File: src/rtl/nrdmrs_pkg.sv
// ----------------------------------------------------------------------------
// nrdmrs_pkg
// Shared types and constants of the NR DMRS / PBCH pilot generator.
// ----------------------------------------------------------------------------
package nrdmrs_pkg;

    localparam logic [8:0]  MAX_RB      = 9'd275;
    localparam logic [15:0] QPSK_AMP    = 16'd23170;
    localparam logic [10:0] PORT_DATA   = 11'd1000;
    localparam logic [10:0] PORT_END_T1 = 11'd1008;
    localparam logic [10:0] PORT_END_T2 = 11'd1012;
    localparam logic [10:0] PORT_CTRL   = 11'd2000;
    localparam logic [11:0] SL_LEN      = 12'd33;
    localparam logic [11:0] PBCH_M0_1   = 12'd60;
    localparam logic [11:0] PBCH_END_1  = 12'd84;
    localparam logic [11:0] PBCH_END_2  = 12'd144;

    localparam int QDEPTH = 4;
    localparam int QAW    = $clog2(QDEPTH);

    typedef enum logic [2:0] {
        MODE_PUSCH   = 3'd0,
        MODE_PDSCH   = 3'd1,
        MODE_PDCCH   = 3'd2,
        MODE_PBCH    = 3'd3,
        MODE_SL_PBCH = 3'd4
    } t_mode;

    typedef enum logic [2:0] {
        REG_MODE        = 3'd0,
        REG_PILOT_TYPE  = 3'd1,
        REG_ANT_PORT    = 3'd2,
        REG_TIME_INDEX  = 3'd3,
        REG_NUM_RB      = 3'd4,
        REG_SC_START    = 3'd5,
        REG_SCALING     = 3'd6,
        REG_PBCH_SYMBOL = 3'd7
    } t_cfg_idx;

    // Pilot window and cover terms derived from the configuration.
    typedef struct packed {
        logic        valid;     // mode and port give pilots at all
        logic        nonempty;  // window length above zero
        logic        covered;   // data channel: cover and scaling apply
        logic        row_odd;   // frequency cover flips odd pilots
        logic        neg_t;     // time cover flips every pilot
        logic [11:0] m0;        // first pair position of the window
        logic [11:0] last_g;    // last pair position of the window
    } t_window;

    typedef struct packed {
        logic [31:0] word;
        logic [7:0]  wpos;
    } t_qentry;

    typedef struct packed {
        logic full;
        logic not_empty;
    } t_q_status;

endpackage

File: src/rtl/nrdmrs_cfg.sv
// ----------------------------------------------------------------------------
// nrdmrs_cfg
// Configuration registers, pilot window decode and the scaled amplitude.
// ----------------------------------------------------------------------------
module nrdmrs_cfg (
    input  logic                  i_clk,
    input  logic                  i_rst_n,
    input  logic                  i_cfg_wr_en,
    input  logic [2:0]            i_cfg_index,
    input  logic [15:0]           i_cfg_wdata,
    output nrdmrs_pkg::t_window   o_window,
    output logic signed [31:0]    o_amp_q
);

    logic [2:0]         r_mode;
    logic               r_pilot_type;
    logic [10:0]        r_ant_port;
    logic               r_time_index;
    logic [8:0]         r_num_rb;
    logic [11:0]        r_sc_start;
    logic [15:0]        r_scaling;
    logic [3:0]         r_pbch_symbol;
    logic signed [31:0] r_amp_q;
    logic signed [31:0] n_amp_q;

    logic [8:0]  rb;
    logic [11:0] len;
    logic [10:0] port_end;
    logic [3:0]  row;
    logic [23:0] third;
    logic [11:0] sl_step;
    nrdmrs_pkg::t_window win;

    always_ff @(posedge i_clk) begin
        if (!i_rst_n) begin
            r_mode        <= nrdmrs_pkg::MODE_PDSCH;
            r_pilot_type  <= 1'b0;
            r_ant_port    <= nrdmrs_pkg::PORT_DATA;
            r_time_index  <= 1'b0;
            r_num_rb      <= 9'd0;
            r_sc_start    <= 12'd0;
            r_scaling     <= 16'd16384;
            r_pbch_symbol <= 4'd0;
        end else if (i_cfg_wr_en) begin
            case (nrdmrs_pkg::t_cfg_idx'(i_cfg_index))
                nrdmrs_pkg::REG_MODE:        r_mode        <= i_cfg_wdata[2:0];
                nrdmrs_pkg::REG_PILOT_TYPE:  r_pilot_type  <= i_cfg_wdata[0];
                nrdmrs_pkg::REG_ANT_PORT:    r_ant_port    <= i_cfg_wdata[10:0];
                nrdmrs_pkg::REG_TIME_INDEX:  r_time_index  <= i_cfg_wdata[0];
                nrdmrs_pkg::REG_NUM_RB:      r_num_rb      <= i_cfg_wdata[8:0];
                nrdmrs_pkg::REG_SC_START:    r_sc_start    <= i_cfg_wdata[11:0];
                nrdmrs_pkg::REG_SCALING:     r_scaling     <= i_cfg_wdata;
                nrdmrs_pkg::REG_PBCH_SYMBOL: r_pbch_symbol <= i_cfg_wdata[3:0];
                default: ;
            endcase
        end
    end

    // The pilot magnitude is fixed, so the product is taken once per cycle.
    always_comb begin
        n_amp_q = $signed({{16{r_scaling[15]}}, r_scaling}) *
                  $signed({16'd0, nrdmrs_pkg::QPSK_AMP});
    end

    always_ff @(posedge i_clk) begin
        r_amp_q <= n_amp_q;
    end

    always_comb begin
        rb       = (r_num_rb > nrdmrs_pkg::MAX_RB) ? nrdmrs_pkg::MAX_RB : r_num_rb;
        port_end = r_pilot_type ? nrdmrs_pkg::PORT_END_T2 : nrdmrs_pkg::PORT_END_T1;
        row      = 4'(r_ant_port - nrdmrs_pkg::PORT_DATA);
        // Divide by three through the reciprocal 2731 / 2^13, exact below 4096.
        third    = 24'(r_sc_start) * 24'd2731;
        sl_step  = 12'(r_pbch_symbol - 4'd4);
        len      = 12'd0;
        win      = '0;
        case (r_mode)
            nrdmrs_pkg::MODE_PUSCH, nrdmrs_pkg::MODE_PDSCH: begin
                win.valid   = (r_ant_port >= nrdmrs_pkg::PORT_DATA) &&
                              (r_ant_port < port_end);
                win.covered = 1'b1;
                if (r_mode == nrdmrs_pkg::MODE_PUSCH) begin
                    win.m0 = r_pilot_type ? {1'b0, third[23:13]}
                                          : {1'b0, r_sc_start[11:1]};
                end
                len = r_pilot_type ? {1'b0, rb, 2'b00}
                                   : ({1'b0, rb, 2'b00} + {2'b00, rb, 1'b0});
            end
            nrdmrs_pkg::MODE_PDCCH: begin
                win.valid = (r_ant_port == nrdmrs_pkg::PORT_CTRL);
                len       = {3'd0, rb} + {2'd0, rb, 1'b0};
            end
            nrdmrs_pkg::MODE_PBCH: begin
                win.valid = (r_pbch_symbol <= 4'd2);
                case (r_pbch_symbol)
                    4'd0: len = nrdmrs_pkg::PBCH_M0_1;
                    4'd1: begin
                        win.m0 = nrdmrs_pkg::PBCH_M0_1;
                        len    = nrdmrs_pkg::PBCH_END_1 - nrdmrs_pkg::PBCH_M0_1;
                    end
                    default: begin
                        win.m0 = nrdmrs_pkg::PBCH_END_1;
                        len    = nrdmrs_pkg::PBCH_END_2 - nrdmrs_pkg::PBCH_END_1;
                    end
                endcase
            end
            nrdmrs_pkg::MODE_SL_PBCH: begin
                len = nrdmrs_pkg::SL_LEN;
                if (r_pbch_symbol == 4'd0) begin
                    win.valid = 1'b1;
                end else begin
                    win.valid = (r_pbch_symbol >= 4'd5) && (r_pbch_symbol <= 4'd12);
                    win.m0    = (sl_step << 5) + sl_step;
                end
            end
            default: ;
        endcase
        win.nonempty = (len != 12'd0);
        win.last_g   = win.m0 + len - 12'd1;
        win.row_odd  = row[0];
        win.neg_t    = r_time_index && (row >= (r_pilot_type ? 4'd6 : 4'd4));
    end

    assign o_window = win;
    assign o_amp_q  = r_amp_q;

endmodule

File: src/rtl/nrdmrs_front.sv
// ----------------------------------------------------------------------------
// nrdmrs_front
// Takes gold words, tracks the word position and queues words with pilots.
// ----------------------------------------------------------------------------
module nrdmrs_front (
    input  logic                  i_clk,
    input  logic                  i_rst_n,
    input  logic                  i_clear,
    input  nrdmrs_pkg::t_window   i_window,
    input  logic                  s_axis_tvalid,
    output logic                  s_axis_tready,
    input  logic [31:0]           s_axis_tdata,    // [31:0] gold_word
    input  nrdmrs_pkg::t_q_status i_q_status,
    output logic                  o_push,
    output nrdmrs_pkg::t_qentry   o_entry
);

    logic [7:0]  r_wpos;
    logic [7:0]  n_wpos;
    logic [11:0] base;
    logic [11:0] top;
    logic        accept;
    logic        hit;
    logic        saw_last;

    always_comb begin
        base     = {r_wpos, 4'h0};
        top      = {r_wpos, 4'hF};
        accept   = s_axis_tvalid && !i_q_status.full;
        hit      = i_window.valid && i_window.nonempty &&
                   (top >= i_window.m0) && (base <= i_window.last_g);
        // The final pilot falls in this word when the window end does.
        saw_last = i_window.valid && i_window.nonempty &&
                   (i_window.last_g[11:4] == r_wpos);
        n_wpos   = r_wpos;
        if (i_clear) begin
            n_wpos = 8'd0;
        end else if (accept) begin
            n_wpos = saw_last ? 8'd0 : r_wpos + 8'd1;
        end
    end

    always_ff @(posedge i_clk) begin
        if (!i_rst_n) begin
            r_wpos <= 8'd0;
        end else begin
            r_wpos <= n_wpos;
        end
    end

    assign s_axis_tready = !i_q_status.full;
    assign o_push        = accept && hit;
    assign o_entry.word  = s_axis_tdata;
    assign o_entry.wpos  = r_wpos;

endmodule

File: src/rtl/nrdmrs_fifo.sv
// ----------------------------------------------------------------------------
// nrdmrs_fifo
// Short queue of gold words between the front and the back.
// ----------------------------------------------------------------------------
module nrdmrs_fifo (
    input  logic                  i_clk,
    input  logic                  i_rst_n,
    input  logic                  i_push,
    input  nrdmrs_pkg::t_qentry   i_entry,
    input  logic                  i_pop,
    output nrdmrs_pkg::t_qentry   o_head,
    output nrdmrs_pkg::t_q_status o_status
);

    nrdmrs_pkg::t_qentry r_slot [nrdmrs_pkg::QDEPTH];
    logic [nrdmrs_pkg::QAW-1:0] r_wr_ptr;
    logic [nrdmrs_pkg::QAW-1:0] r_rd_ptr;
    logic [nrdmrs_pkg::QAW:0]   r_count;
    logic do_push;
    logic do_pop;

    assign do_push = i_push && (r_count != (nrdmrs_pkg::QAW+1)'(nrdmrs_pkg::QDEPTH));
    assign do_pop  = i_pop && (r_count != '0);

    always_ff @(posedge i_clk) begin
        if (!i_rst_n) begin
            r_wr_ptr <= '0;
            r_rd_ptr <= '0;
            r_count  <= '0;
        end else begin
            if (do_push) begin
                r_wr_ptr <= r_wr_ptr + 1'b1;
            end
            if (do_pop) begin
                r_rd_ptr <= r_rd_ptr + 1'b1;
            end
            if (do_push && !do_pop) begin
                r_count <= r_count + 1'b1;
            end else if (do_pop && !do_push) begin
                r_count <= r_count - 1'b1;
            end
        end
    end

    always_ff @(posedge i_clk) begin
        if (do_push) begin
            r_slot[r_wr_ptr] <= i_entry;
        end
    end

    assign o_head             = r_slot[r_rd_ptr];
    assign o_status.full      = (r_count == (nrdmrs_pkg::QAW+1)'(nrdmrs_pkg::QDEPTH));
    assign o_status.not_empty = (r_count != '0);

endmodule

File: src/rtl/nrdmrs_back.sv
// ----------------------------------------------------------------------------
// nrdmrs_back
// Walks a queued word's 16 bit pairs; emits one pilot per cycle unless stalled.
// ----------------------------------------------------------------------------
module nrdmrs_back (
    input  logic                  i_clk,
    input  logic                  i_rst_n,
    input  nrdmrs_pkg::t_window   i_window,
    input  logic signed [31:0]    i_amp_q,
    input  nrdmrs_pkg::t_qentry   i_head,
    input  nrdmrs_pkg::t_q_status i_q_status,
    output logic                  o_pop,
    output logic                  o_busy,
    output logic                  m_axis_tvalid,
    input  logic                  m_axis_tready,
    output logic [47:0]           m_axis_tdata,  // [15:0] pilot_re, [31:16] pilot_im,
                                                 // [42:32] pilot_index, rest zero
    output logic                  m_axis_tlast
);

    logic        r_busy;
    logic [3:0]  r_j;
    logic [31:0] r_word;
    logic [7:0]  r_wpos;
    logic        r_out_valid;
    logic [15:0] r_out_re;
    logic [15:0] r_out_im;
    logic [10:0] r_out_index;
    logic        r_out_last;

    logic        step;
    logic        load;
    logic        done;
    logic        in_win;
    logic [11:0] g;
    logic [1:0]  bits;
    logic        flip;
    logic        re_neg;
    logic        im_neg;
    logic signed [31:0] neg_amp;
    logic [15:0] pos_q;
    logic [15:0] neg_q;
    logic [15:0] pilot_re;
    logic [15:0] pilot_im;
    logic [11:0] offset;

    always_comb begin
        g       = {r_wpos, r_j};
        in_win  = (g >= i_window.m0) && (g <= i_window.last_g);
        done    = (r_j == 4'hF) || (g == i_window.last_g);
        step    = r_busy && (!r_out_valid || m_axis_tready);
        load    = i_q_status.not_empty && (!r_busy || (step && done));
        bits    = r_word[{r_j, 1'b0} +: 2];
        flip    = i_window.covered && ((g[0] && i_window.row_odd) ^ i_window.neg_t);
        re_neg  = bits[0] ^ flip;
        im_neg  = !bits[1] ^ flip;
        // Floor of the Q14 product is an arithmetic shift of the wide value.
        neg_amp = -i_amp_q;
        pos_q   = i_amp_q[29:14];
        neg_q   = neg_amp[29:14];
        if (i_window.covered) begin
            pilot_re = re_neg ? neg_q : pos_q;
            pilot_im = im_neg ? neg_q : pos_q;
        end else begin
            pilot_re = re_neg ? -nrdmrs_pkg::QPSK_AMP : nrdmrs_pkg::QPSK_AMP;
            pilot_im = im_neg ? -nrdmrs_pkg::QPSK_AMP : nrdmrs_pkg::QPSK_AMP;
        end
        offset = g - i_window.m0;
    end

    always_ff @(posedge i_clk) begin
        if (!i_rst_n) begin
            r_busy      <= 1'b0;
            r_j         <= 4'd0;
            r_out_valid <= 1'b0;
        end else begin
            if (load) begin
                r_busy <= 1'b1;
                r_j    <= 4'd0;
            end else if (step) begin
                r_busy <= !done;
                r_j    <= r_j + 4'd1;
            end
            if (step) begin
                r_out_valid <= in_win;
            end else if (m_axis_tready) begin
                r_out_valid <= 1'b0;
            end
        end
    end

    always_ff @(posedge i_clk) begin
        if (load) begin
            r_word <= i_head.word;
            r_wpos <= i_head.wpos;
        end
        if (step && in_win) begin
            r_out_re    <= pilot_re;
            r_out_im    <= pilot_im;
            r_out_index <= offset[10:0];
            r_out_last  <= (g == i_window.last_g);
        end
    end

    assign o_pop         = load;
    assign o_busy        = r_busy;
    assign m_axis_tvalid = r_out_valid;
    assign m_axis_tdata  = {5'd0, r_out_index, r_out_im, r_out_re};
    assign m_axis_tlast  = r_out_last;

endmodule

File: src/rtl/nr_dmrs_pilot_generator.sv
// ----------------------------------------------------------------------------
// nr_dmrs_pilot_generator
// Conjugated QPSK pilot generator for NR DMRS, PDCCH and PBCH reception.
// ----------------------------------------------------------------------------
// Usage: program the eight registers through the write port while the block
// is idle; any write also restarts the word count. Gold-sequence words then
// enter on the s_axis channel, one 32-bit word per request, each holding
// sixteen bit pairs with the lowest pair first. For every pair whose position
// lies inside the window chosen by the mode, one pilot leaves on the m_axis
// channel: real part in the low half-word, imaginary part above it, and the
// pilot's index within the window above that. tlast marks the final pilot of
// the window, after which the word count starts again from zero.
// Timing: the front takes a word in any cycle in which its four-entry queue
// has room. The back walks the pairs of a queued word one per cycle while
// the receiver keeps tready high; a word is queued, loaded into the walker,
// and its pilots leave through the output register. Throughput is one pilot
// per cycle while tready stays high, set by the single pair walker in the
// back. Words without any pilot are counted but never queued.
// Reset restores the register defaults and empties the queue and output
// register. When the receiver holds tready low, the output register keeps
// its pilot, the walker stops, and once the queue fills s_axis_tready drops.
// ----------------------------------------------------------------------------
module nr_dmrs_pilot_generator (
    input  logic        i_clk,
    input  logic        i_rst_n,
    // Configuration write port
    input  logic        i_cfg_wr_en,
    input  logic [2:0]  i_cfg_index,
    input  logic [15:0] i_cfg_wdata,
    // Gold-sequence words
    input  logic        s_axis_tvalid,
    output logic        s_axis_tready,
    input  logic [31:0] s_axis_tdata,   // [31:0] gold_word
    // Pilots
    output logic        m_axis_tvalid,
    input  logic        m_axis_tready,
    output logic [47:0] m_axis_tdata,   // [15:0] pilot_re, [31:16] pilot_im,
                                        // [42:32] pilot_index, [47:43] zero
    output logic        m_axis_tlast
);

    nrdmrs_pkg::t_window   window;
    nrdmrs_pkg::t_qentry   q_in;
    nrdmrs_pkg::t_qentry   q_head;
    nrdmrs_pkg::t_q_status q_status;
    logic signed [31:0]    amp_q;
    logic                  q_push;
    logic                  q_pop;
    logic                  back_busy;

    nrdmrs_cfg u_cfg (
        .i_clk       (i_clk),
        .i_rst_n     (i_rst_n),
        .i_cfg_wr_en (i_cfg_wr_en),
        .i_cfg_index (i_cfg_index),
        .i_cfg_wdata (i_cfg_wdata),
        .o_window    (window),
        .o_amp_q     (amp_q)
    );

    // The front classifies each word against the window and keeps the count.
    nrdmrs_front u_front (
        .i_clk         (i_clk),
        .i_rst_n       (i_rst_n),
        .i_clear       (i_cfg_wr_en),
        .i_window      (window),
        .s_axis_tvalid (s_axis_tvalid),
        .s_axis_tready (s_axis_tready),
        .s_axis_tdata  (s_axis_tdata),
        .i_q_status    (q_status),
        .o_push        (q_push),
        .o_entry       (q_in)
    );

    nrdmrs_fifo u_fifo (
        .i_clk    (i_clk),
        .i_rst_n  (i_rst_n),
        .i_push   (q_push),
        .i_entry  (q_in),
        .i_pop    (q_pop),
        .o_head   (q_head),
        .o_status (q_status)
    );

    // The back turns queued words into pilots behind an output register.
    nrdmrs_back u_back (
        .i_clk         (i_clk),
        .i_rst_n       (i_rst_n),
        .i_window      (window),
        .i_amp_q       (amp_q),
        .i_head        (q_head),
        .i_q_status    (q_status),
        .o_pop         (q_pop),
        .o_busy        (back_busy),
        .m_axis_tvalid (m_axis_tvalid),
        .m_axis_tready (m_axis_tready),
        .m_axis_tdata  (m_axis_tdata),
        .m_axis_tlast  (m_axis_tlast)
    );

    // A full queue can never be reported as empty.
    a_full_not_empty: assert property (@(posedge i_clk) disable iff (!i_rst_n)
        q_status.full |-> q_status.not_empty)
        else $error("queue full while empty");

    // The back only takes a word that the queue actually holds.
    a_pop_has_data: assert property (@(posedge i_clk) disable iff (!i_rst_n)
        q_pop |-> q_status.not_empty)
        else $error("word taken from an empty queue");

    // A new pilot appears only after the walker was busy on a word.
    a_pilot_from_walker: assert property (@(posedge i_clk) disable iff (!i_rst_n)
        $rose(m_axis_tvalid) |-> $past(back_busy))
        else $error("pilot appeared without a word in progress");

endmodule

File: config.mk
export PLATFORM = sky130hd
export DESIGN_NAME = nr_dmrs_pilot_generator
export DESIGN_NICKNAME = d
export VERILOG_FILES = /design/src/rtl/nrdmrs_pkg.sv /design/src/rtl/nrdmrs_cfg.sv /design/src/rtl/nrdmrs_front.sv /design/src/rtl/nrdmrs_fifo.sv /design/src/rtl/nrdmrs_back.sv /design/src/rtl/nr_dmrs_pilot_generator.sv
export SDC_FILE = /design/constraint.sdc
export NUM_CORES = 1
export LEC_CHECK = 0
export BUFFER_PORTS_ARGS = -buffer_cell sky130_fd_sc_hd__buf_2
export CAP_MARGIN = 15
export CORE_MARGIN = 4
export CORE_UTILIZATION = 60
export DETAILED_ROUTE_END_ITERATION = 8
export PLACE_DENSITY = 0.78
export SLEW_MARGIN = 20
export SYNTH_ARGS = -nofsm -noshare
export SYNTH_HDL_FRONTEND = slang
export SYNTH_SLANG_ARGS = --single-unit
File: constraint.sdc
create_clock -name i_clk -period 22.8 [get_ports i_clk]
set_clock_uncertainty 0.1 [all_clocks]
set_input_delay 2.28 -clock i_clk [delete_from_list [all_inputs] [get_ports i_clk]]
set_output_delay 2.28 -clock i_clk [all_outputs]
set_load 0.01 [all_outputs]
# After elaboration in Yosys (flattened, before gate mapping)
# Memory sizes are Yosys's and may differ from the RTL's. A register that Yosys moved wholly into a read port is not among the register bits.
# Cells that the tools add are included.
[totals]
ff_bits = 151
ramBits = 160
inputBits = 56
output_inout_bits = 51
wordCells = 150
n_memories = 1
[classes]
add_sub_neg = 15
multipliers = 2
magnitude_cmp = 11
eq_ne = 18
n_shift = 1
n_mux = 29
n_bitwise = 4
n_reduce_logical = 49
[mem_list]
columns = ["memory", "depth", "width", "rd", "rd_clocked_by_memory_dff", "wr", "line_no", "rtl"]
rows = [
  ["u_fifo.r_slot", 4, 40, 1, 1, 1, "nrdmrs_fifo.sv:15", "nrdmrs_pkg::t_qentry r_slot [nrdmrs_pkg::QDEPTH];"],
]
[ops]
columns = ["cell", "count"]
rows = [
  ["2-to-1 mux 16 bit", 6],
  ["one-hot mux 12 bit (4 select lines)", 1],
  ["2-to-1 mux 12 bit", 3],
  ["one-hot mux 12 bit (3 select lines)", 1],
  ["variable part select 32 x 6 -> 2 bit", 1],
  ["negation 30 bit", 1],
  ["multiplier 16 x 15 -> 29 bit (second input constant)", 1],
  ["adder 12 bit", 2],
  [">= comparator 12 bit", 2],
  ["less-or-equal comparator 12 bit", 2],
  ["multiplier 12 x 12 -> 24 bit (second input constant)", 1],
  ["logical AND 1 bit", 20],
  ["== test 3 bit (second input constant)", 6],
  ["AND reduction 2 bit", 8],
  ["one-hot mux 7 bit (2 select lines)", 1],
  ["adder 11 x 10 -> 12 bit", 1],
  ["== test 12 bit", 1],
  ["== test 3 x 2 -> 1 bit (second input constant)", 4],
  ["nonzero test 12 bit", 1],
  ["subtractor 12 x 1 -> 12 bit (second input constant)", 1],
  ["adder 9 x 10 -> 11 bit", 1],
  ["== test 11 bit (second input constant)", 1],
  [">= comparator 11 x 10 -> 1 bit (second input constant)", 1],
  ["less-than comparator 11 x 10 -> 1 bit", 1],
  ["35 further kinds", 61],
]

# Longest topological paths before layout
[logic_depth]
ltp_word = 16
ltp_mapped = 42
depth_no_buf = 42

# Hierarchy
# A second synthesis with hierarchy kept.
[hier_totals]
hier_cells = 1977
hier_area_um2 = 22982.0
[by_module_without_submodules]
columns = ["mod", "n_inst", "cells_per_inst", "area_each_um2", "seq_area_each_um2"]
rows = [
  ["nrdmrs_cfg", 1, 1192, 10847.9, 1761.7],
  ["nrdmrs_fifo", 1, 257, 6307.3, 4984.8],
  ["nrdmrs_back", 1, 395, 4768.3, 2642.5],
  ["nrdmrs_front", 1, 133, 1058.5, 160.2],
]

# Worst setup path before layout
# OpenSTA, ideal clock, no wires.
[synth_timing]
path_kind = "reg2reg"
startpoint = "reg u_cfg.r_sc_start[1]"
endpoint = "reg u_back.r_out_last (netlist: u_back.m_axis_tlast), enable pin"
setup_time_ns = 0.509
arrival_time_ns = 10.917
required_ns = 22.191
path_slack_ns = 11.274
path_stages_with_launch = 37
path_buffers = 0
period_less_slack_ns = 11.526
cell_sequence = "dfxtp_1 > ha_1 > fa_1 > inv_1 > fa_1 > inv_1 > fa_1 > inv_1 > fa_1 > inv_1 > ha_1 > nand4_1 > nor2_1 > a221o_1 > or4b_2 > a21oi_1 > a211oi_1 > ha_1 > inv_1 > ha_1 > nor2b_1 > o21ai_0 > a21oi_1 > o21ai_0 > nand2b_1 > a21o_1 > a21o_1 > a31oi_1 > xnor2_1 > ha_1 > nand3_1 > o21bai_1 > o21ai_0 > a311oi_1 > o2111ai_1 > nand2b_1 > nor3b_1"
[synth_via]
elab_chain_len = 9
elab_cells_between_ends = 10
classes_between = "2 x add/sub; 1 x mul; 2 x order compare; 3 x mux; 2 x reduce/logical"
[synth_lines]
columns = ["element", "line_no", "rtl"]
rows = [
  ["start, declared", "nrdmrs_cfg.sv:20", "logic [11:0] r_sc_start;"],
  ["start signal, assigned", "nrdmrs_cfg.sv:51", "nrdmrs_pkg::REG_SC_START: r_sc_start <= i_cfg_wdata[11:0];"],
  ["multiplier 12 x 12 -> 24 bit", "nrdmrs_cfg.sv:74", "third = 24'(r_sc_start) * 24'd2731;"],
  ["2-to-1 mux 11 bit *", "nrdmrs_cfg.sv:84", "win.m0 = r_pilot_type ? {1'b0, third[23:13]}"],
  ["2-to-1 mux 12 bit *", "nrdmrs_cfg.sv:83", "if (r_mode == nrdmrs_pkg::MODE_PUSCH) begin"],
  ["one-hot mux 12 bit (3 select lines) *", "nrdmrs_cfg.sv:78", "case (r_mode)"],
  ["adder 12 bit", "nrdmrs_cfg.sv:120", "win.last_g = win.m0 + len - 12'd1;"],
  ["subtractor 12 x 1 -> 12 bit", "nrdmrs_cfg.sv:120", ""],
  ["less-or-equal comparator 12 bit", "nrdmrs_back.sv:49", "in_win = (g >= i_window.m0) && (g <= i_window.last_g);"],
  ["logical AND 1 bit *", "nrdmrs_back.sv:49", ""],
  ["logical AND 1 bit *", "nrdmrs_back.sv:97", "if (step && in_win) begin"],
  ["end signal, assigned", "nrdmrs_back.sv:101", "r_out_last <= (g == i_window.last_g);"],
  ["end, declared", "nrdmrs_back.sv:29", "logic r_out_last;"],
]
# Every way passes the cells marked *; elsewhere a longest branch is shown, timed or not.
# A chain may end at the register's enable or synchronous reset.

# Worst setup path after layout
[layout_timing]
startpoint = "reg u_cfg.r_sc_start[1]"
endpoint = "reg u_fifo.r_count[2] (netlist bit)"
[layout_via]
elab_cells_between_ends = 24
classes_between = "2 x add/sub; 1 x mul; 2 x order compare; 1 x eq/ne; 4 x mux; 14 x reduce/logical"
[layout_rtl]
columns = ["element", "line_no", "rtl"]
rows = [
  ["multiplier 12 x 12 -> 24 bit", "nrdmrs_cfg.sv:74", ""],
  ["2-to-1 mux 11 bit *", "nrdmrs_cfg.sv:84", ""],
  ["2-to-1 mux 12 bit *", "nrdmrs_cfg.sv:83", ""],
  ["one-hot mux 12 bit (3 select lines) *", "nrdmrs_cfg.sv:78", ""],
  ["adder 12 bit", "nrdmrs_cfg.sv:120", ""],
  ["subtractor 12 x 1 -> 12 bit", "nrdmrs_cfg.sv:120", ""],
  ["less-or-equal comparator 12 bit", "nrdmrs_front.sv:31", "(top >= i_window.m0) && (base <= i_window.last_g);"],
  ["logical AND 1 bit *", "nrdmrs_front.sv:31", ""],
  ["logical AND 1 bit *", "nrdmrs_front.sv:52", "assign o_push = accept && hit;"],
  ["logical AND 1 bit *", "nrdmrs_fifo.sv:22", "assign do_push = i_push && (r_count != (nrdmrs_pkg::QAW+1)'(nrdmrs_pkg::QDEPTH));"],
  ["net u_fifo.do_push", "nrdmrs_fifo.sv:19", "logic do_push;"],
  ["logical NOT 1 bit", "nrdmrs_fifo.sv:39", "end else if (do_pop && !do_push) begin"],
  ["logical AND 1 bit", "nrdmrs_fifo.sv:39", ""],
  ["nonzero test 2 bit (no source line)", "--", ""],
  ["end signal, assigned", "nrdmrs_fifo.sv:38", "r_count <= r_count + 1'b1;"],
  ["end signal, assigned", "nrdmrs_fifo.sv:40", "r_count <= r_count - 1'b1;"],
  ["end, declared", "nrdmrs_fifo.sv:18", "logic [nrdmrs_pkg::QAW:0] r_count;"],
]
# Mark *: on every way through the listed nets, which the timed path passes. The rest lies on a longest branch.

==> reports/qor.csv <==
stage,metric,value,unit
status,status,completed,
global_routing,Overflow after GRT,0,
place,DP Worst Slack,12300,ps
worst_setup_path,CP required,23160,ps
clock_tree,Clock transition at path regs,70,ps
worst_setup_path,crit path kind,flop to flop,
drt,routed via count,15200,
worst_setup_path,Crit. End Element,flop,
layout,Multi-input gate area,12100,µm²
layout,post-layout net count,2459,
clock_tree,CTS root buf,clkbuf_16,
sta,Least-Margin Pin Slew,1100,ps
place,final HPWL from detailed placement,37.0,mm
floorplanning,Die H,202,µm
worst_setup_path,"Max FO, Critical Path",7,
floorplanning,Die ar.,40700,µm²
flow_run,Max Cap Violations,0,
sta,setup TNS,0,ps
sta,min cycle time layout,10470,ps
clock_tree,CTS tree,built,
global_routing,pin count of the biggest net entering global routing,72,
sta,Hold WS,375,ps
synth,"Avg Cell Area, Syn",11.7,µm²
clock_tree,postcts setup bufs,0,
worst_setup_path,Max stage delay on crit path,680,ps
place,Port Buf Inserts,101,
sta,worst rel slew slack,0.264,
synth,Mapped Area,22500,µm²
sta,count of pins over their slew limit,0,
worst_setup_path,reg2reg end,u_fifo.r_count[2],
synth,Post-Syn Instances,1922,
global_routing,first-pass GRT wire length,83.4,mm
floorplanning,area of the core,36800,µm²
min_path,min-delay src,u_cfg.r_scaling[1],
clock_tree,post_cts resized,0,
drt,Detailed Route WL,51.1,mm
layout,"commonest non-fill, non-tap cell in the layout",ha_1,
worst_setup_path,crit path DAT,10830,ps
clock_tree,clock tree buffer depth,3,
drt,Iter 0 DRT Violations,1057,
global_routing,initial antenna violation count,0,
layout,Register Area,9470,µm²
layout,most frequent cells in the layout,"ha_1, edfxtp_1, inv_1",
synth,Post-synth EDFFs,244,
global_routing,vias in the first global route,15700,
drt,DR vias/cell,6.04,
worst_setup_path,CP Launch Type,flop,
drt,first-pass iteration count of the detailed router,7,
drt,DRT antenna net count,0,
sta,worst setup margin,12330,ps
floorplanning,Initial Util,0.612,
worst_setup_path,CP max stage cell,a222oi_1,
synth,Yosys cell types,79,
worst_setup_path,Crit path top cell by count,inv_1,
pwr,Peak supply drop,0.0787,mV
worst_setup_path,r2r startpoint,u_cfg.r_sc_start[1],
clock_tree,worst-skew pair later-pin latency,550,ps
layout,Antenna Cells,0,
min_path,Hold Path Sink,u_cfg.o_amp_q[2],
floorplanning,Rows,70,
place,global placement routability congestion,0.937,
floorplanning,die width,202,µm
min_path,Worst Hold Depth,0,
pwr,Pwr Density,84.0,nW/µm²
global_routing,aggregate global-route resource usage,0.254,
floorplanning,Ports,107,
sta,RSZ-0062 raised after global routing,no,
synth,"Seq/Total Area, Yosys",0.421,
layout,Final Util,0.674,
clock_tree,TritonCTS buffer count,37,
sta,Final Cycle Share,0.459,
pwr,static leakage,10.7,nW
layout,share of post-route cells with drive strength above 1,0.127,
clock_tree,CTS Hold Bufs,0,
sta,fmax,95.5,MHz
synth,yosys warns,0,
worst_setup_path,Reg2Reg Depth,42,
layout,Area Growth Syn to Fin,10.2,%
sta,final hold vios,0,
clock_tree,H-tree depth,2,
drt,Post-route DRC,0,
worst_setup_path,FF-to-FF setup slack,12330,ps
layout,layout filler cell count,2688,
sta,Final setup viols,0,
synth,synthesis-stage register bit count,351,
drt,detailed-route wire length per cell,20.3,µm
synth,top_reg_cell synth,edfxtp_1,
synth,ys async rst share,0,
min_path,Hold/Removal Path Class,flop to flop,
clock_tree,Num Clock Sinks,351,
## layer usage
metal,wire [µm],global-route usage,vias to the layer above
met5,0,0,-
met4,1120,0.0627,0
met3,2940,0.0358,77
met2,25200,0.435,507
met1,21900,0.346,7495
li1,-,-,7128
## per-stage QoR
| stage | std cells | power [mW] | instance area (µm²) |
|---|---|---|---|
| after floorplan | 1926 | 1.28 | 22500 |
| after global placement | 2450 | 1.43 | 23500 |
| after detailed placement | 2450 | 1.46 | 23500 |
| after CTS | 2518 | 2.10 | 24800 |
| after global routing | 2519 | 2.19 | 24800 |
| final | 2519 | 2.08 | 24800 |
## flip-flops by register name, indices dropped and copies added (netlist names), 3 cells and up
name,count
u_cfg.r_scaling,16
u_front.r_wpos,8
u_cfg.r_pbch_symbol,4
u_back.r_out_im,16
u_cfg.o_amp_q,29
u_back.r_out_index,11
u_cfg.r_sc_start,12
u_cfg.r_ant_port,11
u_back.r_out_re,16
u_back.r_word,32
u_back.r_wpos,8
u_cfg.r_mode,3
u_back.r_j,4
u_fifo.r_count,3
u_cfg.r_num_rb,9
u_fifo.r_slot,160
## synth_stat cells, types with 31 or more instances
cell,n,area [µm²]
a21oi_1,69,345
mux4_2,50,1130
clkbuf_1,37,139
inv_1,215,807
o21ai_0,53,265
dfxtp_1,107,2140
edfxtp_1,244,7330
xor2_1,31,272
nor2_1,80,300
nand3_1,34,170
a21boi_0,48,360
nand2_1,159,597
xnor2_1,44,385
fa_1,104,2080
ha_1,277,3470
## worst max-delay path, delay by kind of cell (launching register included)
kind | cells | cell delay (ps)
adder cells (fa/ha/maj) | 13 | 4990
XOR/XNOR | 3 | 580
flip-flops | 1 | 480
AO/OA/AOI/OAI | 13 | 2480
AND/OR/NAND/NOR | 6 | 1360
buffers and inverters | 7 | 400
## logic make-up after synthesis
family / share of synthesized area
buffers and inverters: 0.0456
DFF: 0.421
AOI/OAI and AO/OA: 0.0981
xor gates and xnor gates: 0.0292
muxes: 0.0573
and+or+nand+nor: 0.102
adders and majority gates: 0.247
other: 0.000167
## layout make-up
type	instances	area share
Clock inverter	19	0.0106
Sequential cell	351	0.382
Tap cell	468	0.0236
Inverter	215	0.0326
Timing Repair Buffer	109	0.0234
Multi-Input combinational cell	1308	0.486
Clock buffer	49	0.0416
## where the power goes
part	internal (mW)	switching [mW]	total, mW	leakage, nW
Combinational	0.243	0.325	0.568	7.02
Sequential	0.823	0.0584	0.881	3.09
Clock	0.380	0.255	0.635	0.628
Total	1.45	0.638	2.08	10.7
## how the worst max path moves through the flow
| stage | startpoint | endpoint | slack [ps] |
|---|---|---|---|
| floorplan | u_cfg.r_sc_start[1] | u_back.m_axis_tlast | 11270 |
| global placement | u_cfg.r_sc_start[1] | u_fifo.r_count[2] | 12720 |
| detailed placement | u_cfg.r_sc_start[1] | u_fifo.r_count[2] | 12300 |
| CTS | u_cfg.r_sc_start[1] | u_fifo.r_count[2] | 12260 |
| global route | u_cfg.r_sc_start[1] | u_fifo.r_count[2] | 11770 |
| finish | u_cfg.r_sc_start[1] | u_fifo.r_count[2] | 12330 |
Power figures use the tool's default switching activity.
